### config.mk
export PLATFORM = sky130hd
export DESIGN_NAME = racu_ctrl
export DESIGN_NICKNAME = d
export VERILOG_FILES = /design/src/hdl/racu_pkg.sv /design/src/hdl/racu_ctrl.sv
export SDC_FILE = /design/constraint.sdc
export NUM_CORES = 1
export LEC_CHECK = 0
export ABC_CLOCK_PERIOD_IN_PS = 1100
export BUFFER_PORTS_ARGS = -buffer_cell sky130_fd_sc_hd__buf_2
export CAP_MARGIN = 10
export CORE_AREA = 3 3 40 42
export DETAILED_ROUTE_END_ITERATION = 6
export DIE_AREA = 0 0 43 45
export GPL_TIMING_DRIVEN = 0
export PLACE_DENSITY_LB_ADDON = 0.15
export SYNTH_ARGS = -nofsm -noshare
export SYNTH_HDL_FRONTEND = slang
export SYNTH_SLANG_ARGS = --single-unit
### constraint.sdc
create_clock -name i_clk -period 1.1 [get_ports i_clk]
set_input_delay 0.11 -clock i_clk [delete_from_list [all_inputs] [get_ports i_clk]]
set_output_delay 0.11 -clock i_clk [all_outputs]
set_load 0.03 [all_outputs]
### src/hdl/racu_pkg.sv
// types, codes and constants for the ring arena bitmap cache
// no dependencies; used by every module of the block
package racu_pkg;

    localparam int ADDR_W          = 18;
    localparam int CODE_W          = 21;
    localparam int SLOT_W          = 7;
    localparam int EVICT_W         = 8;
    localparam int OP_W            = 2;
    localparam int ENTRY_COUNT_DEF = 128;

    localparam logic [ADDR_W-1:0] ARENA_RESET = ADDR_W'(16384);

    localparam logic [OP_W-1:0] OP_LOOKUP = 2'd0;
    localparam logic [OP_W-1:0] OP_INSERT = 2'd1;
    localparam logic [OP_W-1:0] OP_FLUSH  = 2'd2;

    typedef struct packed {
        logic [OP_W-1:0]   operation;
        logic [CODE_W-1:0] code_point;
        logic [ADDR_W-1:0] request_bytes;
    } t_in_req;

    typedef struct packed {
        logic               hit;
        logic [SLOT_W-1:0]  slot;
        logic [ADDR_W-1:0]  arena_offset;
        logic [ADDR_W-1:0]  entry_bytes;
        logic [EVICT_W-1:0] evicted_count;
        logic               wrapped;
        logic               no_room;
    } t_out_res;

    typedef struct packed {
        logic [CODE_W-1:0] code;
        logic [ADDR_W-1:0] start;
        logic [ADDR_W-1:0] length;
    } t_entry;

    typedef struct packed {
        logic capture;
        logic prep;
        logic scan_step;
        logic flush;
        logic set_no_room;
        logic claim;
        logic load_out;
    } t_dp_cmd;

    typedef struct packed {
        logic [OP_W-1:0] op;
        logic            n_zero;
        logic            no_room;
        logic            idx_last;
        logic            out_free;
    } t_dp_stat;

    function automatic logic [EVICT_W-1:0] sat_inc(input logic [EVICT_W-1:0] v);
        sat_inc = (v == {EVICT_W{1'b1}}) ? v : v + 1'b1;
    endfunction

endpackage

### src/hdl/racu_ctrl.sv
// sequencer for the ring arena bitmap cache
// depends on racu_pkg; drives commands into racu_dp and reads its status
module racu_ctrl (
    input  logic               i_clk,
    input  logic               i_rst_n,
    input  logic               i_in_valid,
    output logic               o_in_stall,
    input  racu_pkg::t_dp_stat i_stat,
    output racu_pkg::t_dp_cmd  o_cmd
);
    import racu_pkg::*;

    localparam logic [2:0] S_IDLE   = 3'd0;
    localparam logic [2:0] S_DECODE = 3'd1;
    localparam logic [2:0] S_SCAN   = 3'd2;
    localparam logic [2:0] S_DRAIN  = 3'd3;
    localparam logic [2:0] S_CLAIM  = 3'd4;
    localparam logic [2:0] S_FINISH = 3'd5;

    logic [2:0] r_state;
    logic [2:0] n_state;

    always_ff @(posedge i_clk) begin
        if (!i_rst_n) begin
            r_state <= S_IDLE;
        end else begin
            r_state <= n_state;
        end
    end

    assign o_in_stall = (r_state != S_IDLE);

    always_comb begin
        n_state = r_state;
        o_cmd   = '0;
        case (r_state)
            S_IDLE: begin
                if (i_in_valid) begin
                    o_cmd.capture = 1'b1;
                    n_state       = S_DECODE;
                end
            end
            S_DECODE: begin
                case (i_stat.op)
                    OP_LOOKUP: begin
                        n_state = S_SCAN;
                    end
                    OP_INSERT: begin
                        if (i_stat.n_zero) begin
                            n_state = S_CLAIM;
                        end else if (i_stat.no_room) begin
                            o_cmd.set_no_room = 1'b1;
                            n_state           = S_FINISH;
                        end else begin
                            o_cmd.prep = 1'b1;
                            n_state    = S_SCAN;
                        end
                    end
                    OP_FLUSH: begin
                        o_cmd.flush = 1'b1;
                        n_state     = S_FINISH;
                    end
                    default: begin
                        n_state = S_FINISH;
                    end
                endcase
            end
            S_SCAN: begin
                o_cmd.scan_step = 1'b1;
                if (i_stat.idx_last) begin
                    n_state = S_DRAIN;
                end
            end
            S_DRAIN: begin
                // last record is compared in this cycle
                n_state = (i_stat.op == OP_INSERT) ? S_CLAIM : S_FINISH;
            end
            S_CLAIM: begin
                o_cmd.claim = 1'b1;
                n_state     = S_FINISH;
            end
            S_FINISH: begin
                if (i_stat.out_free) begin
                    o_cmd.load_out = 1'b1;
                    n_state        = S_IDLE;
                end
            end
            default: begin
                n_state = S_IDLE;
            end
        endcase
    end

endmodule

== Word level (Yosys, flattened, before mapping) ==
Index checks and enable logic that the tools add are counted.
Word-level totals
  register bits: 3
  output and inout port bits: 8
  word-level logic and storage cells: 38
Operators by class
  eq/ne operators: 10
  muxes and demuxes: 23
  reductions and logical operators: 4
Operators by type and width (count)
  $pmux W3 S6: 1
  $mux W1: 15
  $mux W3: 5
  $eq A3 B2 Y1 const B: 2
  $eq A3 B3 Y1 const B: 2
  $ne A2 B2 Y1 const B: 3
  $pmux W3 S2: 1
  $eq A3 B1 Y1 const B: 1
  $logic_not A3 Y1: 1
  $reduce_and A3 Y1: 1
  $reduce_bool A3 Y1: 1
  $eq A2 B1 Y1 const B: 1
  $eq A2 B2 Y1 const B: 1
  $logic_not A2 Y1: 1
  $mux W2: 1

== Longest topological paths before layout ==
Gate-level depths: netlist of run 1.
  depth in word-level cells: 4
  mapped depth: 4
  mapped depth without buffers: 3

== Worst setup path before layout of run 1 ==
OpenSTA, ideal clock, no wires.
  kind: reg-to-reg
  from: register r_state[1]
  to: register r_state[1]
  setup time: 61 ps
  data arrival time: 1464 ps
  slack: -425 ps
  cell stages (with the launch flop): 4
  buffers on the path: 1
  cells stage by stage: dfxtp_1 > buf_6 > nor3b_1 > o21a_1
Between the ends
  longest elaborated chain between the ends: 3
  elaborated cells between the ends (all ways): 11
  classes of those cells: eq/ne (8); mux (1); reduce/logical (2)
Ends and longest elaborated chain
  start, declared: RTL line racu_ctrl.sv:20  | logic [2:0] r_state;
  start signal, assigned: RTL line racu_ctrl.sv:27  | r_state <= n_state;
  $eq A3 B2 Y1 (tied with other cells): RTL line racu_ctrl.sv:36  | case (r_state)
  $ne A2 B2 Y1 (no source line)
  $reduce_and A3 Y1 (no source line)
Parallel ways exist; a longest one is shown, timed or not.
A chain may end at the register's enable or synchronous reset.

==> impl_results.md, run 1 <==
- Status: finished, violations left
- Failing checks: setup timing
- Most frequent cells in the layout: buf_6 (8), buf_2 (8), buf_4 (8)
- Layout area overhead: 112%
- Max clock buf depth: 2
- Post-Route WL: 889 um
- Cell Pwr Density: 1140 nW/um2
- Area of the multi-input gates: 289 um2
- Synth top area share: 21.2%
- Final Setup Violations: 9
- Detailed placer's ending HPWL: 556 um
- CP endpoint kind: output pin
- Final antenna diode count: 0
- Final WS setup: -0.338 ns
- Final Cycle Share: 131%
- Largest registers: r_state: 3 flops
- Layout cells sized above 1: 76.7%
- Mapped Cells: 34
- Initial DRT Pass Iterations: 2
- Placed Instances: 65
- Util after Layout: 46.7%
- Synthesized area: 283 um2
- Vias per cell: 4.73
- Seq/Total Area, Yosys: 21.2%
- Starting density of the core: 22.0%
- Grt ovf: 0
- Cts bufs inserted: 3
- Vias in the first global route: 330
- Worst Skew: 0.00521 ns
- CP Data Arrival Time: 1.33 ns
- Switching Fraction: 36.9%
- Min cycle time layout: 1.44 ns
- DR vias: 355
- DRC: 0
- Initial DRC count: 1
- Core Rows: 13
- Synthesized Nets: 43
- Max_slew headroom: 83.9%
- Hold buffer count at CTS: 0
- Core footprint: 1280 um2
- Combinational share of power: 50.9%
- Final Non-Filler Cells: 75
- RSZ-0062 raised after global routing: true
- RD Place Congestion: 0.670
- Worst-Skew Late Latency: 0.23 ns
- TritonCTS clock tree: yes
- Most flops, register: r_state
- Synth area leaders: dfxtp_1 (21%), buf_6 (8.0%), nor3_1 (7.1%), nor3b_4 (6.6%), nand4b_2 (5.3%)
- Yosys cell types: 22
- Tot GR Track Use: 9.81%
- Slew @ Worst Pin: 0.241 ns
- CP Data Required Time: 0.99 ns
- Pre-CTS setup slack: -0.159 ns
- F_max: 0.695 GHz
- Lkg Pwr: 0.000249 uW
- Switching power: 253 uW
- First-pass GRT wire length: 1.37 mm
- Largest net degree at the start of global routing: 8
- Hold Crit Class: primary input to flip-flop
- Hold slack final: 0.131 ns
- Avg WL per Cell: 11.9 um
- Storage cell area: 68.8 um2
- Final Max Tran Viols: 0
- Top cell type by total area after synthesis: dfxtp_1
- CP max FO: 4
- Int Power: 433 uW
- Antenna-violating nets left: 0
- Layout Nets: 70
- H-tree depth: 1
- Root Buffer: clkbuf_4
- Clock share of power: 28.1%
- Final hold violation count: 0
- Die width: 43 um
- Setup TNS: -1.85 ns
- Fill cell total of the finished layout: 124
- Input/output buffers: 16
- Crit path launch type: flip-flop
- Register bit count reported by yosys: 3
- WS Path Type: flip-flop to output pin
- VDD IR max: 593 uV
- Clock transition at the registers of the reported paths: 0.04 ns
- Die ar.: 1940 um2
- Largest register FFs: 3
- Max Cap Violations: 0
- Top-Level Pins: 17
- Warnings, synthesis: 0
- Mapped Avg Cell Area: 8.32 um2
- Die Height: 45 um
- Sequential share of power: 21.0%
- CTS sink count: 3
- Antenna violations before repair: 0
## metal layers
| metal | part of all wire (%) | routed length [um] | global-route usage, % |
|---|---|---|---|
| met1 | 40 | 360 | 9.83 |
| met2 | 54 | 477 | 17.1 |
| met3 | 5.8 | 52 | 3.19 |
| met4 | 0 | 0 | 7.23 |
| met5 | 0 | 0 | 0 |
## through the flow
stage	total power [uW]	instance area [um2]
3_3_place_gp	381	428
2_1_floorplan	316	329
5_1_grt	730	601
4_1_cts	682	573
3_5_place_dp	379	428
6_report	687	601
## critical path, stage by stage (launching register included)
cell      delay, ns
dfxtp_2        0.32
buf_6          0.12
nor3b_4        0.21
nand4b_2       0.18
nor2_4         0.10
buf_4          0.16
## final cells by class
type                            instances  share of cell area [%]
Sequential cell                         3                    11.5
Timing Repair Buffer                   23                    29.8
Inverter                                2                    1.25
Multi-Input combinational cell         27                    48.1
Tap cell                               15                    3.13
Clock buffer                            4                    4.38
Buffer                                  1                    1.88
## final timing paths
path	depth (start not counted)	from	endpoint	slack, ns
max	5	r_state[1]$_SDFFE_PN0P_	o_cmd[2]	-0.34
min	2	i_rst_n	r_state[1]$_SDFFE_PN0P_	0.13
max reg2reg	4	r_state[1]$_SDFFE_PN0P_	r_state[0]$_SDFFE_PN0P_	-0.03
min reg2reg	2	r_state[2]$_SDFFE_PN0P_	r_state[2]$_SDFFE_PN0P_	0.53
## kinds of logic (layout without fill, tap and decap cells)
group / Yosys count / in the layout / share of synthesized area [%]
AND/OR/NAND/NOR: 19 / 19 / 46.0
AO/OA/AOI/OAI: 8 / 8 / 22.1
buffers and inverters: 4 / 30 / 10.6
flip-flops: 3 / 3 / 21.2
## power by group through the flow
stage          clock network (uW)  registers [uW]  logic [uW]
6_report                      193             144         350
3_5_place_dp                    0             137         242
4_1_cts                       205             138         339
5_1_grt                       213             148         369
3_3_place_gp                    0             138         243
2_1_floorplan                   0             135         181
## synth_stat cells
cell	n
a21boi_1	1
a21oi_2	1
nor4_1	1
nand2b_1	2
nor3_1	4
nor3b_1	1
a211oi_2	1
dfxtp_1	3
and3b_1	1
a21oi_1	1
or3_1	2
nand3b_1	1
buf_6	2
nor3b_4	1
inv_1	2
nor2b_1	1
nand4b_2	1
o311ai_0	1
o21a_1	2
nand2_1	2
o21ai_0	1
nor2_1	2
## timing repair
item | in CTS | in global routing
pin swaps | 2 | 2
buffers inserted | 6 | 1
resized for setup | 25 | 5
setup endpoints to repair | 9 | 11
Power figures use the tool's default switching activity.
==> inputs of run 2 (changes only) <==
Settings changed: CELL_PAD_IN_SITES_DETAIL_PLACEMENT set to 0, CELL_PAD_IN_SITES_GLOBAL_PLACEMENT set to 1, SKIP_CTS_REPAIR_TIMING set to 1.
==> run 2 against run 1 <==
The run still ends with setup timing left. Cell count stayed put. Sequential share of layout area is 0.86 points lower. Sequential power is 3% lower. Utilization is 0.097 points higher. Global-route usage is 0.31 points lower. First-iteration DRC count is 100% lower. Highest routed layer unchanged. Maximum frequency is 1.5% lower. Worst setup slack worse by 0.022 ns. Critical path type unchanged.
==> impl_results.md, run 2 (same netlist as run 1, synthesis figures left out) <==
- Max_slew headroom: 84.0%
- Grt ovf: 0
- Slew @ Worst Pin: 0.239 ns
- DRC: 0
- Worst Skew: 0.00203 ns
- TritonCTS clock tree: yes
- Die ar.: 1940 um2
- Input/output buffers: 16
- Largest registers: r_state: 3 flops
- Final WS setup: -0.361 ns
- F_max: 0.685 GHz
- Final Setup Violations: 10
- CP Data Arrival Time: 1.35 ns
- CP cell instances: buf_6, nor3b_4, nand3b_1, nor3_4, buf_6
- Top-Level Pins: 17
- Max incr delay on CP: 0.31 ns
- CP Data Required Time: 0.99 ns
- Starting density of the core: 22.0%
- Final Cycle Share: 133%
- Most frequent cells in the layout: buf_6 (11), buf_2 (8), buf_4 (5)
- Tot GR Track Use: 9.50%
- Placed Instances: 65
- Most flops, register: r_state
- Layout area overhead: 113%
- Clock transition at the registers of the reported paths: 0.03 ns
- RD Place Congestion: 0.671
- Detailed placer's ending HPWL: 637 um
- Most used cell, CP: buf_6
- Layout cells sized above 1: 75.0%
- Vias per cell: 4.69
- Hold path depth: 2
- Most common cell after layout, fill and taps aside: buf_6
- Cell Pwr Density: 1120 nW/um2
- Largest register FFs: 3
- Cts bufs inserted: 3
- H-tree depth: 1
- Final Max Tran Viols: 0
- VDD IR max: 743 uV
- Vias in the first global route: 340
- Util after Layout: 46.8%
- Die Height: 45 um
- CP max-delay cell: dfxtp_2
- Final Non-Filler Cells: 75
- Core Rows: 13
- Worst-Skew Late Latency: 0.23 ns
- Die width: 43 um
- R2R depth: 5
- DR vias: 352
- Hold Startpoint: i_rst_n
- Crit path depth: 5
- Failing checks: setup timing
- Largest net degree at the start of global routing: 11
- Min cycle time layout: 1.46 ns
- Layout Nets: 70
- Reg-to-reg startpoint: r_state[1]$_SDFFE_PN0P_
- Initial DRT Pass Iterations: 1
- Worst path bufs/invs: 2
- Max clock buf depth: 2
- WS Path Type: flip-flop to output pin
- Final antenna diode count: 0
- Lkg Pwr: 0.000254 uW
- Critical path launch point: r_state[1]$_SDFFE_PN0P_
- Antenna violations before repair: 0
- Final hold violation count: 0
- RSZ-0062 raised after global routing: true
- CP endpoint kind: output pin
- Hold Crit Class: primary input to flip-flop
- Antenna-violating nets left: 0
- Core footprint: 1280 um2
- First-pass GRT wire length: 1.35 mm
- CP top delay family: simple AND/OR/NAND/NOR gates
- CP max FO: 6
- Max Cap Violations: 0
- Avg WL per Cell: 11.7 um
- CTS sink count: 3
- Root Buffer: clkbuf_4
- Crit path launch type: flip-flop
- Status: finished, violations left
- Initial DRC count: 0
- Post-Route WL: 874 um
run 2: cell types whose count changed in the layout (fill, tap and decap cells not counted), moves of 2 or more:
cell,before,now
dfxtp_4,2,0
dfxtp_2,1,3
buf_4,8,5
buf_6,8,11
run 2: area by class of cell:
class / instances / area (um2)
flip-flops and latches: 3 / 63.8
multi-input cells: 27 / 284
well taps: 15 / 18.8
fillers: 128 / 683
inverters: 2 / 7.51
clock buffers: 4 / 26.3
repair buffers: 22 / 179
plain buffers: 2 / 22.5
run 2: where the power goes:
part | switching (uW) | internal [uW]
Clock | 53.3 | 136
Combinational | 175 | 168
Sequential | 14.7 | 124
run 2: layer usage:
metal	global-route usage (%)	part of all wire [%]	routed length, um	up-vias
met4	1.81	0	0	0
met2	15.0	47	411	16
met1	10.6	45	392	162
li1	-	-	-	174
met5	0	0	0	-
met3	6.77	7.9	69	0
run 2: worst register-to-register path: cells and delay by family (launching register included):
kind	cells	cell delay, ns
flops	1	0.31
simple gates	2	0.30
buf+inv	2	0.27
compound gates	1	0.18
run 2: stage by stage:
stage	setup TNS [ns]	power, uW	hold WS (ns)	instance area, um2	setup slack [ns]
floorplan	-0.293	316	0.228	329	-0.0819
global placement	-0.423	376	0.349	428	-0.133
detailed placement	-0.591	380	0.348	428	-0.181
CTS	-2.58	580	0.111	454	-0.441
global route	-3.07	728	0.106	602	-0.433
finish	-2.41	671	0.114	602	-0.361
run 2: final timing paths:
kind / slack [ns] / to
min reg2reg: 0.53 / r_state[2]$_SDFFE_PN0P_
max reg2reg: -0.05 / r_state[0]$_SDFFE_PN0P_
min: 0.11 / r_state[1]$_SDFFE_PN0P_
max: -0.36 / o_cmd[5]
==> inputs of run 3 (changes only) <==
Settings changed: ABC_CLOCK_PERIOD_IN_PS 1100 to not set, SKIP_CTS_REPAIR_TIMING 1 to not set, SLEW_MARGIN set to 20.
==> run 3 against run 2 <==
Routed wire length rose by 4.2%. Final area rose by 2.5%. Largest power group unchanged. Power rose by 0.39%. Via count rose by 3.7%. Combinational power fell by 1%. The run still ends with setup timing left. First-iteration DRC count rose by 3. Die area did not move. Critical path depth rose by 1. Utilization rose by 1.2 points. Count of clock-buffer cells in the layout did not move. Register-to-register slack got worse by 0.22 ns. Critical path type unchanged. Clock power barely moved.
==> impl_results.md, run 3 (same netlist as run 1, synthesis figures left out) <==
- Hold buffer count at CTS: 0
- Layout Nets: 70
- Final hold violation count: 0
- Top-Level Pins: 17
- Status: finished, violations left
- Failing checks: setup timing
- Worst-Skew Late Latency: 0.23 ns
- Initial DRT Pass Iterations: 2
- Area of the multi-input gates: 298 um2
- Die ar.: 1940 um2
- Max Cap Violations: 0
- RSZ-0062 raised after global routing: true
- First-pass GRT wire length: 1.48 mm
- VDD IR max: 751 uV
- Antenna-violating nets left: 0
- WS Path Type: flip-flop to output pin
- Most used cell, CP: buf_6
- CP Data Arrival Time: 1.32 ns
- Antenna violations before repair: 0
- Worst path bufs/invs: 3
- Most frequent cells in the layout: buf_6 (10), buf_2 (8), buf_4 (6)
- DRC: 0
- Storage cell area: 68.8 um2
- Die width: 43 um
- Final Setup Violations: 9
- Post-Route WL: 911 um
- H-tree depth: 1
- Hold Crit Class: primary input to flip-flop
- F_max: 0.698 GHz
- Final antenna diode count: 0
- CP cell instances: buf_6, nor3b_4, buf_6, nand4b_4, nor2_4, buf_6
- Die Height: 45 um
- CP endpoint kind: output pin
- Clock transition at the registers of the reported paths: 0.03 ns
- Starting density of the core: 22.0%
- Cell Pwr Density: 1090 nW/um2
- DR vias: 365
- Pre-CTS setup slack: -0.181 ns
- CP max-delay cell: dfxtp_2
- Fill cell total of the finished layout: 129
- Avg WL per Cell: 12.1 um
- Core footprint: 1280 um2
- Grt ovf: 0
- Vias per cell: 4.87
- Detailed placer's ending HPWL: 637 um
- Cts bufs inserted: 3
- Max_slew headroom: 81.8%
- Util after Layout: 48.0%
- Input/output buffers: 16
- Final Max Tran Viols: 0
- RD Place Congestion: 0.671
- Min cycle time layout: 1.43 ns
- CP max FO: 4
- Lkg Pwr: 0.000263 uW
- Final WS setup: -0.333 ns
- Core Rows: 13
- Final Cycle Share: 130%
- CP Data Required Time: 0.99 ns
- Vias in the first global route: 381
- Most common cell after layout, fill and taps aside: buf_6
- Largest registers: r_state: 3 flops
- Crit path launch type: flip-flop
- Layout cells sized above 1: 75.0%
- CTS sink count: 3
- Slew @ Worst Pin: 0.270 ns
- Layout area overhead: 118%
- TritonCTS clock tree: yes
- Largest register FFs: 3
- Tot GR Track Use: 10.3%
- Max clock buf depth: 2
- Initial DRC count: 3
- Max incr delay on CP: 0.32 ns
- Post-DP Area: 428 um2
- Root Buffer: clkbuf_4
- Worst Skew: 0.00210 ns
- Most flops, register: r_state
- Largest net degree at the start of global routing: 8
- CP top delay family: simple AND/OR/NAND/NOR gates
- Fin area: 617 um2
==> run 3: final timing paths <==
check                                 end  cells past startpoint  slack (ns)               startpoint
setup / recovery                 o_cmd[2]                      6       -0.33  r_state[1]$_SDFFE_PN0P_
hold reg to reg   r_state[2]$_SDFFE_PN0P_                      2        0.52  r_state[2]$_SDFFE_PN0P_
hold / removal    r_state[1]$_SDFFE_PN0P_                      2        0.12                  i_rst_n
setup reg to reg  r_state[0]$_SDFFE_PN0P_                      7       -0.27  r_state[1]$_SDFFE_PN0P_
==> run 3: power by group <==
group          internal, uW  switching [uW]  leakage (uW)
registers               125            23.4     0.0000264
clock network           136            51.9     0.0000150
logic                   165             173      0.000221
total                   426             248      0.000263
==> run 3: repair_timing <==
item | 4_1_cts | 5_1_grt
endpoints found under the setup margin | 9 | 11
buffers inserted | 6 | 1
endpoints found under the hold margin | 0 | 0
pin swaps | 3 | 7
resized for setup | 17 | 15
==> run 3: layout make-up <==
type	count	share of cell area, %
Clock buffer	4	4.26
Inverter	2	1.22
Tap cell	15	3.04
Buffer	1	1.83
Timing Repair Buffer	23	30.2
Multi-Input combinational cell	27	48.3
Sequential cell	3	11.2
==> run 3: metal layers <==
metal	wire length [um]	vias to the layer above	GRT usage, %
met2	460	17	17.4
met5	0	-	0
met4	0	0	1.81
met3	68	0	6.37
li1	-	179	-
met1	382	169	11.4
==> run 3: worst register-to-register path: cells and delay by family, from the launching register on <==
family	cells	cell delay [ns]
buffers and inverters	4	0.50
and+or+nand+nor	2	0.30
DFF	1	0.32
AOI/OAI and AO/OA	1	0.16
==> run 3: through the flow <==
stage	hold WS, ns	total power, uW	setup TNS, ns	std cells
floorplan	0.228	316	-0.293	34
global placement	0.349	376	-0.423	65
detailed placement	0.348	380	-0.591	65
CTS	0.110	646	-2.24	75
global route	0.112	728	-2.67	75
finish	0.116	674	-2.16	75
